**config.mk**
```make
export PLATFORM = sky130hd
export DESIGN_NAME = object_file_section_loader
export DESIGN_NICKNAME = d
export VERILOG_FILES = /design/src/hdl/osl_pkg.sv /design/src/hdl/osl_front.sv /design/src/hdl/osl_cmd_fifo.sv /design/src/hdl/osl_back.sv /design/src/hdl/object_file_section_loader.sv
export SDC_FILE = /design/constraint.sdc
export NUM_CORES = 1
export LEC_CHECK = 0
export BUFFER_PORTS_ARGS = -buffer_cell sky130_fd_sc_hd__buf_2
export CORE_ASPECT_RATIO = 0.8
export CORE_MARGIN = 5
export CORE_UTILIZATION = 45
export DETAILED_ROUTE_END_ITERATION = 7
export GPL_ROUTABILITY_DRIVEN = 0
export RECOVER_POWER = 50
export SYNTH_ARGS = -nofsm -noshare
export SYNTH_HDL_FRONTEND = slang
export SYNTH_SLANG_ARGS = --single-unit
export TNS_END_PERCENT = 30
```
**constraint.sdc**
```tcl
create_clock -name i_clk -period 3.1 [get_ports i_clk]
set_input_delay 0.31 -clock i_clk [delete_from_list [all_inputs] [get_ports i_clk]]
set_output_delay 0.31 -clock i_clk [all_outputs]
set_load 0.01 [all_outputs]
```
**src/hdl/osl_pkg.sv**
```systemverilog
package osl_pkg;

    typedef struct packed {
        logic [7:0] data_byte;
        logic       file_start;
    } t_in_item;

    typedef struct packed {
        logic [15:0] write_address;
        logic [15:0] write_data;
        logic        section_is_data;
    } t_out_item;

    typedef enum logic [3:0] {
        PH_HEADER     = 4'd0,
        PH_SEC_ADDR   = 4'd1,
        PH_SEC_COUNT  = 4'd2,
        PH_SEC_WORDS  = 4'd3,
        PH_SYM_ADDR   = 4'd4,
        PH_SYM_COUNT  = 4'd5,
        PH_FN_COUNT   = 4'd6,
        PH_SKIP_BYTES = 4'd7
    } t_phase;

    typedef enum logic {
        CMD_SET_ADDR = 1'b0,
        CMD_WRITE    = 1'b1
    } t_cmd_kind;

    typedef struct packed {
        t_cmd_kind   kind;
        logic [15:0] word;
        logic        is_data;
    } t_cmd;

    typedef struct packed {
        logic valid;
        t_cmd cmd;
    } t_cmd_push;

    localparam logic [15:0] HDR_CODE   = 16'hCADE;
    localparam logic [15:0] HDR_DATA   = 16'hDADA;
    localparam logic [15:0] HDR_SYMBOL = 16'hC3B7;
    localparam logic [15:0] HDR_FNAME  = 16'hF17E;
    localparam logic [15:0] HDR_LINE   = 16'h715E;
    localparam logic [15:0] LINE_SKIP  = 16'd6;

    localparam int CMD_DEPTH = 4;
    localparam int CMD_AW    = $clog2(CMD_DEPTH);

endpackage

```
**src/hdl/osl_front.sv**
```systemverilog
module osl_front (
    input  logic              i_clk,
    input  logic              i_rst_n,
    input  logic              i_accept,
    input  osl_pkg::t_in_item i_item,
    output osl_pkg::t_cmd_push o_push
);
    import osl_pkg::*;

    t_phase      r_phase, n_phase;
    logic [7:0]  r_high, n_high;
    logic        r_byte_sel, n_byte_sel;
    logic [15:0] r_count, n_count;
    logic        r_is_data, n_is_data;

    t_phase      cur_phase;
    logic [7:0]  cur_high;
    logic        cur_sel;
    logic [15:0] cur_count;
    logic        cur_data;
    logic [15:0] word;

    always_ff @(posedge i_clk) begin
        if (!i_rst_n) begin
            r_phase    <= PH_HEADER;
            r_high     <= 8'd0;
            r_byte_sel <= 1'b0;
            r_count    <= 16'd0;
            r_is_data  <= 1'b0;
        end else if (i_accept) begin
            r_phase    <= n_phase;
            r_high     <= n_high;
            r_byte_sel <= n_byte_sel;
            r_count    <= n_count;
            r_is_data  <= n_is_data;
        end
    end

    always_comb begin
        // file_start drops any parse in progress before this byte is used
        cur_phase = i_item.file_start ? PH_HEADER : r_phase;
        cur_high  = i_item.file_start ? 8'd0 : r_high;
        cur_sel   = i_item.file_start ? 1'b0 : r_byte_sel;
        cur_count = i_item.file_start ? 16'd0 : r_count;
        cur_data  = i_item.file_start ? 1'b0 : r_is_data;
        word      = {cur_high, i_item.data_byte};

        n_phase    = cur_phase;
        n_high     = cur_high;
        n_byte_sel = cur_sel;
        n_count    = cur_count;
        n_is_data  = cur_data;

        o_push.valid       = 1'b0;
        o_push.cmd.kind    = CMD_WRITE;
        o_push.cmd.word    = word;
        o_push.cmd.is_data = cur_data;

        if (cur_phase == PH_SKIP_BYTES) begin
            n_count = cur_count - 16'd1;
            if (n_count == 16'd0) begin
                n_phase = PH_HEADER;
            end
        end else if (!cur_sel) begin
            n_high     = i_item.data_byte;
            n_byte_sel = 1'b1;
        end else begin
            n_byte_sel = 1'b0;
            case (cur_phase)
                PH_SEC_ADDR: begin
                    o_push.valid    = i_accept;
                    o_push.cmd.kind = CMD_SET_ADDR;
                    n_phase         = PH_SEC_COUNT;
                end
                PH_SEC_COUNT: begin
                    n_count = word;
                    n_phase = (word == 16'd0) ? PH_HEADER : PH_SEC_WORDS;
                end
                PH_SEC_WORDS: begin
                    o_push.valid = i_accept;
                    n_count      = cur_count - 16'd1;
                    if (n_count == 16'd0) begin
                        n_phase = PH_HEADER;
                    end
                end
                PH_SYM_ADDR: begin
                    n_phase = PH_SYM_COUNT;
                end
                PH_SYM_COUNT, PH_FN_COUNT: begin
                    n_count = word;
                    n_phase = (word == 16'd0) ? PH_HEADER : PH_SKIP_BYTES;
                end
                default: begin
                    if (word == HDR_CODE || word == HDR_DATA) begin
                        n_is_data = (word == HDR_DATA);
                        n_phase   = PH_SEC_ADDR;
                    end else if (word == HDR_SYMBOL) begin
                        n_phase = PH_SYM_ADDR;
                    end else if (word == HDR_FNAME) begin
                        n_phase = PH_FN_COUNT;
                    end else if (word == HDR_LINE) begin
                        n_count = LINE_SKIP;
                        n_phase = PH_SKIP_BYTES;
                    end else begin
                        n_phase = PH_HEADER;
                    end
                end
            endcase
        end
    end

endmodule

```
**src/hdl/osl_cmd_fifo.sv**
```systemverilog
module osl_cmd_fifo (
    input  logic               i_clk,
    input  logic               i_rst_n,
    input  osl_pkg::t_cmd_push i_push,
    input  logic               i_pop,
    output logic               o_full,
    output logic               o_empty,
    output osl_pkg::t_cmd      o_head
);
    import osl_pkg::*;

    t_cmd            r_mem [CMD_DEPTH];
    logic [CMD_AW:0] r_wr_ptr, n_wr_ptr;
    logic [CMD_AW:0] r_rd_ptr, n_rd_ptr;

    always_comb begin
        o_empty  = (r_wr_ptr == r_rd_ptr);
        o_full   = (r_wr_ptr[CMD_AW] != r_rd_ptr[CMD_AW])
                && (r_wr_ptr[CMD_AW-1:0] == r_rd_ptr[CMD_AW-1:0]);
        o_head   = r_mem[r_rd_ptr[CMD_AW-1:0]];
        n_wr_ptr = (i_push.valid && !o_full) ? r_wr_ptr + {{CMD_AW{1'b0}}, 1'b1} : r_wr_ptr;
        n_rd_ptr = (i_pop && !o_empty) ? r_rd_ptr + {{CMD_AW{1'b0}}, 1'b1} : r_rd_ptr;
    end

    always_ff @(posedge i_clk) begin
        if (!i_rst_n) begin
            r_wr_ptr <= '0;
            r_rd_ptr <= '0;
        end else begin
            r_wr_ptr <= n_wr_ptr;
            r_rd_ptr <= n_rd_ptr;
        end
    end

    always_ff @(posedge i_clk) begin
        if (i_push.valid && !o_full) begin
            r_mem[r_wr_ptr[CMD_AW-1:0]] <= i_push.cmd;
        end
    end

endmodule

```
**src/hdl/osl_back.sv**
```systemverilog
module osl_back (
    input  logic               i_clk,
    input  logic               i_rst_n,
    input  logic               i_cmd_valid,
    input  osl_pkg::t_cmd      i_cmd,
    output logic               o_cmd_take,
    input  logic               i_pop,
    output logic               o_empty,
    output osl_pkg::t_out_item o_item
);
    import osl_pkg::*;

    logic [15:0] r_addr, n_addr;
    logic        r_is_data, n_is_data;
    logic        r_out_valid, n_out_valid;
    t_out_item   r_out, n_out;

    always_comb begin
        // take a command when the output word slot is free or drains now
        o_cmd_take  = i_cmd_valid && (!r_out_valid || i_pop);
        n_addr      = r_addr;
        n_is_data   = r_is_data;
        n_out       = r_out;
        n_out_valid = r_out_valid && !i_pop;
        if (o_cmd_take) begin
            case (i_cmd.kind)
                CMD_SET_ADDR: begin
                    n_addr    = i_cmd.word;
                    n_is_data = i_cmd.is_data;
                end
                CMD_WRITE: begin
                    n_out.write_address   = r_addr;
                    n_out.write_data      = i_cmd.word;
                    n_out.section_is_data = r_is_data;
                    n_out_valid           = 1'b1;
                    n_addr                = r_addr + 16'd1;
                end
                default: begin
                    n_addr = r_addr;
                end
            endcase
        end
        o_empty = !r_out_valid;
        o_item  = r_out;
    end

    always_ff @(posedge i_clk) begin
        if (!i_rst_n) begin
            r_out_valid <= 1'b0;
            r_addr      <= 16'd0;
            r_is_data   <= 1'b0;
        end else begin
            r_out_valid <= n_out_valid;
            r_addr      <= n_addr;
            r_is_data   <= n_is_data;
        end
    end

    always_ff @(posedge i_clk) begin
        r_out <= n_out;
    end

endmodule

```
**src/hdl/object_file_section_loader.sv**
```systemverilog
// Object file section loader. Bytes arrive on the push side, one per cycle while full
// is low, and are paired into 16-bit words high byte first; code and data sections come
// out as memory writes (address, word, data flag) on the pop side, in file order. A
// write word goes from the parser into the command queue and from there into the
// result register, which drives the result ports; it waits in the queue while the
// result register holds a word that is not being popped. The parser hands address and
// write commands to a four-entry queue; a command leaves it only while the result
// register is free or being popped, so full rises only once that queue fills, which
// happens only while results are not being popped.
module object_file_section_loader (
    input  logic               i_clk,
    input  logic               i_rst_n,
    input  logic               push,
    output logic               full,
    input  osl_pkg::t_in_item  i_in_item,
    output logic               empty,
    input  logic               pop,
    output osl_pkg::t_out_item o_out_item
);
    import osl_pkg::*;

    t_cmd_push front_push;
    t_cmd      fifo_head;
    logic      fifo_empty;
    logic      cmd_take;
    logic      accept;

    assign accept = push && !full;

    osl_front u_front (
        .i_clk    (i_clk),
        .i_rst_n  (i_rst_n),
        .i_accept (accept),
        .i_item   (i_in_item),
        .o_push   (front_push)
    );

    osl_cmd_fifo u_fifo (
        .i_clk   (i_clk),
        .i_rst_n (i_rst_n),
        .i_push  (front_push),
        .i_pop   (cmd_take),
        .o_full  (full),
        .o_empty (fifo_empty),
        .o_head  (fifo_head)
    );

    osl_back u_back (
        .i_clk       (i_clk),
        .i_rst_n     (i_rst_n),
        .i_cmd_valid (!fifo_empty),
        .i_cmd       (fifo_head),
        .o_cmd_take  (cmd_take),
        .i_pop       (pop),
        .o_empty     (empty),
        .o_item      (o_out_item)
    );

endmodule

```
---- After elaboration in Yosys (flattened, before gate mapping) ----
Memories as Yosys holds them, arrays and structs flattened. A register that Yosys moved wholly into a read port is not among the register bits.
Index checks and enable logic that the tools add are counted.
Widths: inputs -> output; s select.
cells by class
  eq/ne operators ......................... 15
  reduce and logical (&&, ||, !) cells .... 21
  add/subtract/negate cells ............... 4
  multiplexer cells ....................... 41
  bitwise gates (word level) .............. 1
operators by type and width
  cell                   number
  $mux 16                7
  $eq 16x16->1 const B   4
  $pmux 16 s3            1
  $logic_not 16->1       2
  $pmux 16 s2            1
  $mux 4                 7
  $mux 8                 3
  $pmux 4 s5             1
  $add 16x1->16 const B  1
  $eq 16x15->1 const B   1
  $eq 4x3->1 const B     4
  $sub 16x1->16 const B  1
  $mux 1                 14
  $mux 2                 5
  $eq 4x2->1 const B     2
  $add 3x1->3 const B    2
  $logic_and 1x1->1      6
  $mux 3                 2
  $reduce_or 2->1        3
  $reduce_or 6->1        1
  $eq 4x1->1 const B     1
  $logic_not 1->1        4
  $reduce_and 2->1       2
  $eq 3x3->1             1
  5 further kinds        6
word-level totals
  bits in registers ....................... 87
  memories kept ........................... 1
  logic and storage cells ................. 96
  output and inout port bits .............. 35
  bits in writable memories ............... 72
  input bits .............................. 13
memory list
  memory        depth  width  read ports  clocked after Yosys merged registers in  wr ports  RTL line            RTL
  u_fifo.r_mem  4      18     1           1                                        1         osl_cmd_fifo.sv:12  t_cmd r_mem [CMD_DEPTH];

---- Depth between registers and ports, before layout ----
Gate-level depths: netlist of run 1.
  depth after elaboration ................. 10
  depth in mapped cells ................... 13

---- By module ----
A second synthesis of run 1 with hierarchy kept.
unflattened totals
  cell total of the unflattened synthesis .. 774
  area, all modules ....................... 8446.9 um^2
by module, submodules not included
  module                      area an instance (um^2)  times used  cells each
  osl_cmd_fifo                3163.0                   1           162
  osl_front                   3066.7                   1           433
  osl_back                    2199.6                   1           177
  object_file_section_loader  17.5                     1           2

---- Worst setup path after synthesis of run 1 ----
OpenSTA, ideal clock, no wires.
  kind .................................... input -> register
  start ................................... in i_in_item[0] (netlist bit)
  end ..................................... reg u_front.r_phase[3]
  data arrival time ....................... 2.640 ns
  stages .................................. 12
  buffers on the path ..................... 2
  slack ................................... 0.342 ns
  required time ........................... 2.982 ns
  cell sequence ........................... clkbuf_1 > inv_1 > clkbuf_1 > nand2_1 > ha_1 > nor4b_1 > xor2_1 > a2111oi_0 > nand4_1 > nor4_4 > o221ai_1 > o2111a_1
on the way
  cells in the longest elaborated chain, start to end .. 7
  elaborated cells on any way between the ends .. 24
ends and longest elaborated chain
  what                                            RTL line                                           RTL
  start: declaration                              object_file_section_loader.sv:15                   input osl_pkg::t_in_item i_in_item,
  $mux 16 or $mux 8 (tied branches)               osl_front.sv:44, osl_front.sv:42
  $sub 16x1->16, or another cell as far along     osl_front.sv:60, osl_front.sv:81
  $logic_not 16->1, or another cell as far along  osl_front.sv:61, osl_front.sv:82
  $mux 4, on equally long branches                osl_front.sv:61, osl_front.sv:82, osl_front.sv:94
  $pmux 4 s5                                      osl_front.sv:69                                    case (cur_phase)
  $mux 4                                          osl_front.sv:64                                    end else if (!cur_sel) begin
  $mux 4 (*)                                      osl_front.sv:59                                    if (cur_phase == PH_SKIP_BYTES) begin
  end signal: assignment                          osl_front.sv:31                                    r_phase <= n_phase;
  end: declaration                                osl_front.sv:10                                    t_phase r_phase, n_phase;
Mark *: on every way between the ends. The rest lies on a longest branch, timed or not.
A chain may end at the register's enable or synchronous reset.

---- Worst setup path in the final report of run 1 ----
  start ................................... reg u_front.r_phase[2]
  end ..................................... reg u_front.r_count[6]
on the way
  cells in the longest elaborated chain, start to end .. 6
  elaborated cells on any way between the ends .. 13
ends and longest elaborated chain
  what                                                          RTL line         RTL
  $mux 4 (*)                                                    osl_front.sv:41  cur_phase = i_item.file_start ? PH_HEADER : r_phase;
  $eq 4x2->1, or another cell as far along                      osl_front.sv:69
  $reduce_or 3->1 (no line) or $reduce_or 2->1 (tied branches)  -
  $pmux 16 s3                                                   osl_front.sv:69
  $mux 16                                                       osl_front.sv:64
  $mux 16 (*)                                                   osl_front.sv:59
  end signal: assignment                                        osl_front.sv:34  r_count <= n_count;
  end: declaration                                              osl_front.sv:13  logic [15:0] r_count, n_count;
Marks and branches as above.

==> results of run 1 <==
==> registers in the layout, indices dropped and copies added (netlist names), named ones only <==
name	flops
u_back.r_out_valid	1
u_fifo.r_rd_ptr	3
u_front.r_byte_sel	1
u_back.r_is_data	1
u_front.r_high	8
u_back.o_item	33
u_front.r_is_data	1
u_back.r_addr	16
u_front.r_count	16
u_front.r_phase	4
u_fifo.r_wr_ptr	3
u_fifo.r_mem	72
==> cells by family (layout without fill, tap and decap cells) <==
family                   count (synthesis)  in the layout  synth area share (%)
XOR/XNOR                                21             21                  2.37
buffers and inverters                   59            122                  3.06
multiplexers                            29             29                  6.52
AND/OR/NAND/NOR                        245            245                  16.8
AO/OA/AOI/OAI                          176            176                  14.9
flip-flops                             161            161                  55.0
adder cells (fa/ha/maj)                  9              9                  1.42
==> power by group <==
part	internal, mW	leakage (nW)	switching (mW)
Sequential	2.28	1.43	0.0207
Clock	1.13	0.270	0.932
Combinational	0.0639	1.30	0.141
Total	3.47	3.00	1.09
==> layout by cell type (no fill, tap or decap), types with 10 or more instances in the layout <==
cell type | synthesis | final
clkbuf_1 | 30 | 45
xnor2_1 | 11 | 11
nand3_1 | 19 | 19
o21ai_0 | 39 | 39
a21oi_1 | 45 | 45
edfxtp_1 | 105 | 105
nand2_1 | 55 | 55
dfxtp_1 | 56 | 56
clkbuf_16 | 0 | 17
nor3_1 | 15 | 15
nor2_1 | 67 | 67
nor2b_1 | 12 | 12
inv_1 | 17 | 17
buf_4 | 0 | 18
a211oi_1 | 10 | 10
xor2_1 | 10 | 10
mux4_2 | 17 | 17
==> critical path, stage by stage, from the launching register on <==
cell      delay (ns)
dfxtp_1         0.69
nand3b_1        0.15
a21oi_1         0.89
buf_4           0.27
a21oi_1         0.06
or3_1           0.41
a21oi_1         0.17
==> metrics by stage <==
stage / util [%] / std cells / power, mW
CTS: 52.0 / 988 / 4.59
global route: 51.7 / 988 / 4.71
global placement: 48.7 / 956 / 2.54
detailed placement: 48.7 / 956 / 2.55
floorplan: - / 700 / 2.47
finish: 51.7 / 988 / 4.57
==> routing by layer <==
metal / GRT usage (%) / up-vias / part of all wire (%)
li1: - / 2763 / -
met1: 29.7 / 2849 / 45
met2: 30.9 / 283 / 45
met3: 4.94 / 31 / 8.3
met4: 6.02 / 0 / 1.9
met5: 0 / - / 0
==> how the worst max path moves through the flow <==
stage / from / endpoint / slack (ns) / cells past startpoint
6_report: u_front.r_phase[2] / u_front.r_count[6] / 0.38 / 6
5_1_grt: u_front.r_phase[2] / u_front.r_count[6] / 0.20 / 6
3_5_place_dp: i_in_item[2] / u_front.r_count[14] / 0.33 / 8
2_1_floorplan: i_in_item[0] / u_front.r_phase[3] / 0.34 / 12
4_1_cts: u_front.r_count[0] / u_front.r_phase[1] / 0.47 / 10
3_3_place_gp: i_in_item[1] / u_front.r_phase[0] / 0.44 / 8
==> layout make-up <==
cell class                      instances  area (um2)
Fill cell                            1533        8300
Tap cell                              225         282
Inverter                               18        67.6
Clock buffer                           17         425
Timing Repair Buffer                   72         409
Clock inverter                         15         148
Sequential cell                       161        4270
Multi-Input combinational cell        480        3260
==> cell usage after synthesis, types with 4 or more instances <==
| master | number |
|---|---|
| mux2i_1 | 9 |
| a22oi_1 | 9 |
| clkbuf_1 | 30 |
| nor3_1 | 15 |
| ha_1 | 8 |
| nand4_1 | 8 |
| or3_1 | 6 |
| nand2b_1 | 7 |
| a21oi_1 | 45 |
| and2_1 | 9 |
| o31ai_1 | 9 |
| inv_1 | 17 |
| xnor2_1 | 11 |
| nor4_1 | 8 |
| edfxtp_1 | 105 |
| xor2_1 | 10 |
| or4_1 | 4 |
| nand3_1 | 19 |
| a31oi_1 | 9 |
| o21ai_1 | 7 |
| nor2b_1 | 12 |
| mux4_2 | 17 |
| a211oi_1 | 10 |
| nand2_1 | 55 |
| nor2_1 | 67 |
| buf_2 | 7 |
| and3_1 | 7 |
| o21ai_0 | 39 |
| dfxtp_1 | 56 |
| o41ai_1 | 4 |
==> run metrics, run 1 <==
status=complete, no violations; R2R depth=6; WHS Path Cells=3; Synth Cell Area=7770 um2; layout cells sized above 1=12.8%; Chip Height=128 um; worst relative slew slack=18.4%; Max Slew Vio Count=0; worst r2r src=u_front.r_phase[2]; top cells by area, synth=edfxtp_1 41%, dfxtp_1 14%, mux4_2 4.9%; Tmin final=2.72 ns; Clk Latency, worst-skew pair=about 0.43 ns; pin count of the biggest net entering global routing=between 40 and 50; Slew @ Worst Pin=1.22 ns; gr usage total=20.5%; routed length per instance=approximately 20 um; FF+latch count, synth=between 150 and 200; area share of the leading cell type in the synthesized netlist=between 40% and 50%; global-route wire length before repair=approximately 32000 um; post-synthesis async set-or-reset flop share=0%; Num CTS Buffers=17; Fin. Hold Viols=0; R2R Setup Slk=0.38 ns; DRC viols=0; Yosys cell types=79; max-cap violation count=0; Final Skew=0.0113 ns; Syn Area/Cell=11.1 um2; Post-Route WL=20000 um; Clock Path Buffers=2; # rows=43; Starting Density=45.3%; H-tree depth=4; CTS sink count=161; Mapped Cells=700; CTS tree=yes; Syn-to-layout area delta=14.1%; Synth Flop Type=edfxtp_1; post_cts resized=0; Worst setup EP type=register; vias in the first global route=around 5700; Via density=~6; HP Start=pop; FMAX=368 MHz; worst path arrival time=3.06 ns; final setup vio count=0; Mapped Nets=721; drt initial violations=550; Die X=157 um; worst vdd ir=437 uV; synth warn=0; Vias=5926; drt pass-1 iters=5; ant diodes=0; final instance area=approximately 9000 um2; maximum fanout along the worst path=15; post-route ant nets=0; hold_ws=between 0.2 and 0.25 ns; die area=20000 um2; leakage power=~3 nW; Final Cycle Share=87.6%; worst flop-to-flop path endpoint=u_front.r_count[6]; Detailed Place HPWL=~14000 um; placed inst area=8360 um2; setup repair bufs after CTS=0; cts hold-fix bufs=0; Place WS=0.328 ns; Min-Delay Path Class=input pin to register; I/O pin count=48; initial antenna violation count=0; type of the worst setup path=register to register; PortBufs=47; worst hold path endpoint=u_back.r_out_valid; grt total ovfl=0; CP Data Required Time=3.44 ns; critical path launch point type=register; RSZ-0062 raised after global routing=false; setup TNS=0 ns; Synth area leader=edfxtp_1; worst setup margin=0.384 ns; Seq/Total Area, Yosys=55.0%; pwr/cell area=515 nW/um2; Core Footprint=about 17000 um2; clock slew at reported path FFs=0.07 ns; Post-synth EDFFs=about 110; clock root buffer=clkbuf_16; fin nets=slightly below 800
Note: power is estimated with default switching activity, not from simulation.
==> inputs of run 2 (changes only) <==
clock period = 3.25 ns   (was 3.1 ns; I/O delays follow)
==> run 2 against run 1 <==
Against the previous run:
- register-to-register slack improved by 0.08 ns
- cell area about the same
- fmax fell by 2.4%
- sequential power decreased by 5%
- total power fell by 2.0%
- setup slack improved by 0.082 ns
- critical endpoint is now u_front.r_phase[3]
- largest cell class unchanged
==> run metrics, run 2 (synthesized netlist as in run 1, its figures left out) <==
RSZ-0062 raised after global routing=false; sequential cell area=4270 um2 (unchanged); FMAX=359 MHz (-2.4%); PortBufs=47 (unchanged); pin count of the biggest net entering global routing=46 (unchanged); fin nets=768 (-0.39%); FILL cells=1503 (-2.0%); hold_ws=0.247 ns (+0.0262 ns); Syn-to-layout area delta=14.0% (about the same); worst r2r src=u_front.r_count[0]; Core Footprint=17200 um2 (unchanged); Final Cycle Share=85.7% (-2.0 points); Core Util, Final=51.6% (about the same); CTS sink count=161 (unchanged); HP Start=pop; maximum fanout along the worst path=14 (-1); clock slew at reported path FFs=0.07 ns (about the same); Clock Path Buffers=2 (unchanged); clock root buffer=clkbuf_16; final setup vio count=0 (unchanged); CP Data Required Time=3.62 ns (+0.18 ns); Min-Delay Path Class=input pin to register; Worst setup EP type=register; type of the worst setup path=register to register; die area=20000 um2 (unchanged); setup TNS=0 ns (unchanged); post-route ant nets=0 (unchanged); Slew @ Worst Pin=0.900 ns (-0.322 ns); pwr/cell area=505 nW/um2 (-1.9%); worst vdd ir=357 uV (-18%); Vias=5991 (+1.1%); CP Launch Point=u_front.r_count[0]; I/O pin count=48 (unchanged); layout cells sized above 1=12.9% (+0.051 points); R2R depth=10 (+4); # rows=43 (unchanged); drt pass-1 iters=5 (unchanged); commonest cells after routing, fill and taps aside=105 x edfxtp_1, 67 x nor2_1, 56 x dfxtp_1; leakage power=3.02 nW (+0.62%); status=complete, no violations; gr usage total=20.6% (+0.052 points); Num CTS Buffers=17 (unchanged); Final Skew=0.0133 ns (+0.00202 ns); Die X=157 um (unchanged); WHS Path Cells=3 (unchanged); Clk Latency, worst-skew pair=0.43 ns (about the same); worst hold path endpoint=u_back.r_out_valid; Max Slew Vio Count=0 (unchanged); total power=4.48 mW (-2.0%); drt initial violations=603 (+9.6%); ant diodes=0 (unchanged); worst relative slew slack=39.9% (+21 points); max-cap violation count=0 (unchanged); area occupied by multi-input gates=3260 um2 (unchanged); DRC viols=0 (unchanged); most common cell after layout, fill and taps aside=edfxtp_1; grt total ovfl=0 (unchanged); Fin. Hold Viols=0 (unchanged); Chip Height=128 um (unchanged); number of flip-flops in the largest register=72 (unchanged); Via density=6.08 (+1.4%); post_cts resized=0 (unchanged); Post-Route WL=20000 um (about the same); H-tree depth=4 (unchanged); setup repair bufs after CTS=0 (unchanged); Detailed Place HPWL=13800 um (about the same); critical path launch point type=register; CTS tree=yes; Tmin final=2.78 ns (+0.0676 ns); global-route wire length before repair=31900 um (+0.50%); worst path arrival time=3.16 ns (+0.10 ns); cts hold-fix bufs=0 (unchanged); R2R Setup Slk=0.47 ns (+0.08 ns); routed length per instance=20.3 um (+0.32%); initial antenna violation count=0 (unchanged); vias in the first global route=5662 (+0.21%); worst flop-to-flop path endpoint=u_front.r_phase[3]; Starting Density=45.3% (unchanged)
[run 2: cell types whose count changed in the layout (fill, tap and decap cells not counted), moves of 2 or more]
cell and delta:
buf_12 -4, clkinvlp_4 -4, clkbuf_1 -2, clkbuf_16 +3, buf_4 +3, inv_8 -2
clkinv_4 +2
[run 2: stage by stage]
stage,std cells,cell area [um2],worst slack [ns]
floorplan,700,7770,0.477
global placement,953,8290,0.491
detailed placement,953,8290,0.463
CTS,985,8920,0.561
global route,985,8860,0.308
finish,985,8860,0.466
[run 2: how the worst max path moves through the flow]
stage	to	cells after the start
2_1_floorplan	u_front.r_phase[3]	12
3_3_place_gp	u_front.r_count[14]	8
3_5_place_dp	u_front.r_count[14]	8
4_1_cts	u_front.r_phase[3]	10
5_1_grt	u_front.r_phase[3]	10
6_report	u_front.r_phase[3]	10
[run 2: layout make-up]
class	instances	area share [%]
sequential	161	48.2
clock buffer	20	5.65
timing repair buffer	69	3.88
inverter	18	0.762
tap	225	3.18
multi-input combinational	480	36.8
clock inverter	12	1.48
[run 2: critical path: stages (launching register included)]
cell      delay, ns
dfxtp_1        0.40
nand2_1        0.16
ha_1           0.21
buf_4          0.22
or3b_2         0.46
o41ai_1        0.44
a21oi_1        0.14
o21ai_1        0.22
nor4_4         0.08
o221ai_1       0.18
o2111a_1       0.20
[run 2: where the power goes]
group / switching (mW) / internal [mW]
clock: 0.867 / 1.22
sequential: 0.0213 / 2.17
combinational: 0.136 / 0.0616
[run 2: layer usage]
layer	part of all wire (%)	GRT usage [%]
met1	45	30.6
met2	44	30.3
met3	9.2	4.98
met4	1.5	5.31
met5	0	0
==> inputs of run 3 (changes only) <==
clock period = 3.5 ns   (was 3.25 ns; I/O delays follow)
==> run 3 against run 2 <==
Against the previous run:
- non-clock buffer count shrank 4
- clock skew shrank 0.00075 ns
- sequential cell count is the same
- register-to-register slack gained 0.16 ns
- critical endpoint is now u_fifo.r_mem[3][13]
- clock power shrank 5%
- utilization shrank 0.15 points
- cell count shrank 0.41%
- largest power group unchanged
- sequential share of layout area grew 0.14 points
==> run metrics, run 3 (synthesized netlist as in run 1, its figures left out) <==
status=complete, no violations; PortBufs=47 (unchanged); clock slew at reported path FFs=0.07 ns (about the same); total power=4.21 mW (-6.1%); most common cell after layout, fill and taps aside=edfxtp_1; Syn-to-layout area delta=13.6%; post-route ant nets=0 (unchanged); sequential cell area=4270 um2 (unchanged); pwr/cell area=476 nW/um2 (-5.8%); vias in the first global route=5628 (-0.60%); layout cells sized above 1=12.2% (-0.73 points); Clock Path Buffers=2 (unchanged); Max Slew Vio Count=0 (unchanged); ant diodes=0 (unchanged); FMAX=348 MHz (-3.0%); HP Start=pop; Via density=6.06 (-0.40%); I/O pin count=48 (unchanged); Clk Latency, worst-skew pair=0.43 ns (about the same); die area=20000 um2 (unchanged); fin nets=764 (-0.52%); gr usage total=20.1% (-0.52 points); R2R Setup Slk=0.63 ns (+0.16 ns); worst relative slew slack=21.5% (-18 points); H-tree depth=4 (unchanged); final setup vio count=0 (unchanged); Chip Height=128 um (unchanged); Final Skew=0.0126 ns (-0.000749 ns); number of flip-flops in the largest register=72 (unchanged); hold_ws=0.259 ns (+0.0119 ns); CP bufs+invs=2 (+1); Min-Delay Path Class=input pin to register; DRC viols=0 (unchanged); Starting Density=45.3% (unchanged); commonest cells after routing, fill and taps aside=105 x edfxtp_1, 67 x nor2_1, 56 x dfxtp_1; Fin. Hold Viols=0 (unchanged); pin count of the biggest net entering global routing=46 (unchanged); worst flop-to-flop path endpoint=u_fifo.r_mem[3][13]; Tmin final=2.87 ns (+0.0875 ns); cts hold-fix bufs=0 (unchanged); # rows=43 (unchanged); drt pass-1 iters=6 (+1); Num CTS Buffers=17 (unchanged); Post-Route WL=19700 um (-1.7%); CTS sink count=161 (unchanged); post_cts resized=0 (unchanged); area occupied by multi-input gates=3260 um2 (-0.19%); Top delay family on crit path=simple AND/OR/NAND/NOR gates; setup repair bufs after CTS=0 (unchanged); Die X=157 um (unchanged); routed length per instance=20.1 um (-1.3%); critical path launch point type=register; grt total ovfl=0 (unchanged); R2R depth=6 (-4); CP Data Required Time=3.60 ns (-0.02 ns); max-cap violation count=0 (unchanged); CP cell instances=inv_1 > nor2_1 > nand2_1 > nor4_1 > and2_1 > buf_4; Core Footprint=17200 um2 (unchanged); global-route wire length before repair=31300 um (-2.1%); worst vdd ir=337 uV (-5.6%); worst hold path endpoint=u_back.r_out_valid; drt initial violations=509 (-16%); Vias=5943 (-0.80%); type of the worst setup path=register to register; Final Cycle Share=82.0% (-3.6 points); FILL cells=1508 (+0.33%); clock root buffer=clkbuf_16; WHS Path Cells=3 (unchanged); RSZ-0062 raised after global routing=false; setup TNS=0 ns (unchanged); Slew @ Worst Pin=1.17 ns (+0.269 ns); worst path arrival time=2.97 ns (-0.19 ns); leakage power=3.00 nW (-0.58%); CTS tree=yes; critical path's largest stage delay=0.87 ns (+0.41 ns); maximum fanout along the worst path=18 (+4); Worst setup EP type=register; worst r2r src=u_front.r_byte_sel; initial antenna violation count=0 (unchanged); highest-delay cell along the critical path=nor4_1; Detailed Place HPWL=13500 um (-2.2%)
## run 3: cell types whose count changed in the layout (fill, tap and decap cells not counted), sizes merged
cell | previous run | this run
inv | 24 | 27
bufinv | 1 | 2
buf | 26 | 21
clkbuf | 63 | 64
clkinv | 4 | 0
## run 3: layout make-up
type                    instances  area share (%)
well taps                     225            3.19
inverters                      18           0.765
clock buffers                  20            5.54
clock inverters                12            1.74
flip-flops and latches        161            48.4
repair buffers                 65            3.54
multi-input cells             480            36.9
## run 3: how the worst max path moves through the flow
| stage | cells past startpoint | to | from |
|---|---|---|---|
| after floorplan | 12 | u_front.r_phase[3] | i_in_item[0] |
| after detailed placement | 11 | u_front.r_phase[3] | i_in_item[0] |
| after global placement | 11 | u_front.r_phase[0] | i_in_item[0] |
| after CTS | 9 | u_front.r_phase[3] | u_front.r_count[0] |
| after global routing | 6 | u_fifo.r_mem[3][13] | u_fifo.r_wr_ptr[0] |
| final | 6 | u_fifo.r_mem[3][13] | u_front.r_byte_sel |
## run 3: metal layers
layer	share of wire, %	global-route usage [%]	vias up
met1	46	29.6	2876
met4	2.1	6.48	0
met3	8.7	5.79	41
met2	43	28.5	292
li1	-	-	2734
met5	0	0	-
## run 3: worst reg2reg max path, delay by kind of cell, from the launching register on
kind                   cells  cell delay, ns
and+or+nand+nor            4            1.77
buffers and inverters      2            0.42
DFF                        1            0.33
## run 3: power by group
part / total (mW) / leakage [nW] / internal [mW] / switching (mW)
registers: 2.04 / 1.43 / 2.02 / 0.0203
clock network: 1.99 / 0.317 / 1.18 / 0.804
logic: 0.178 / 1.25 / 0.0557 / 0.122
## run 3: stage by stage
stage	cells	setup WS, ns	utilization (%)	instance area [um2]
floorplan	700	0.702	-	7770
global placement	949	0.676	48.1	8260
detailed placement	949	0.614	48.1	8260
CTS	981	0.706	51.8	8900
global route	981	0.370	51.5	8830
finish	981	0.629	51.5	8830
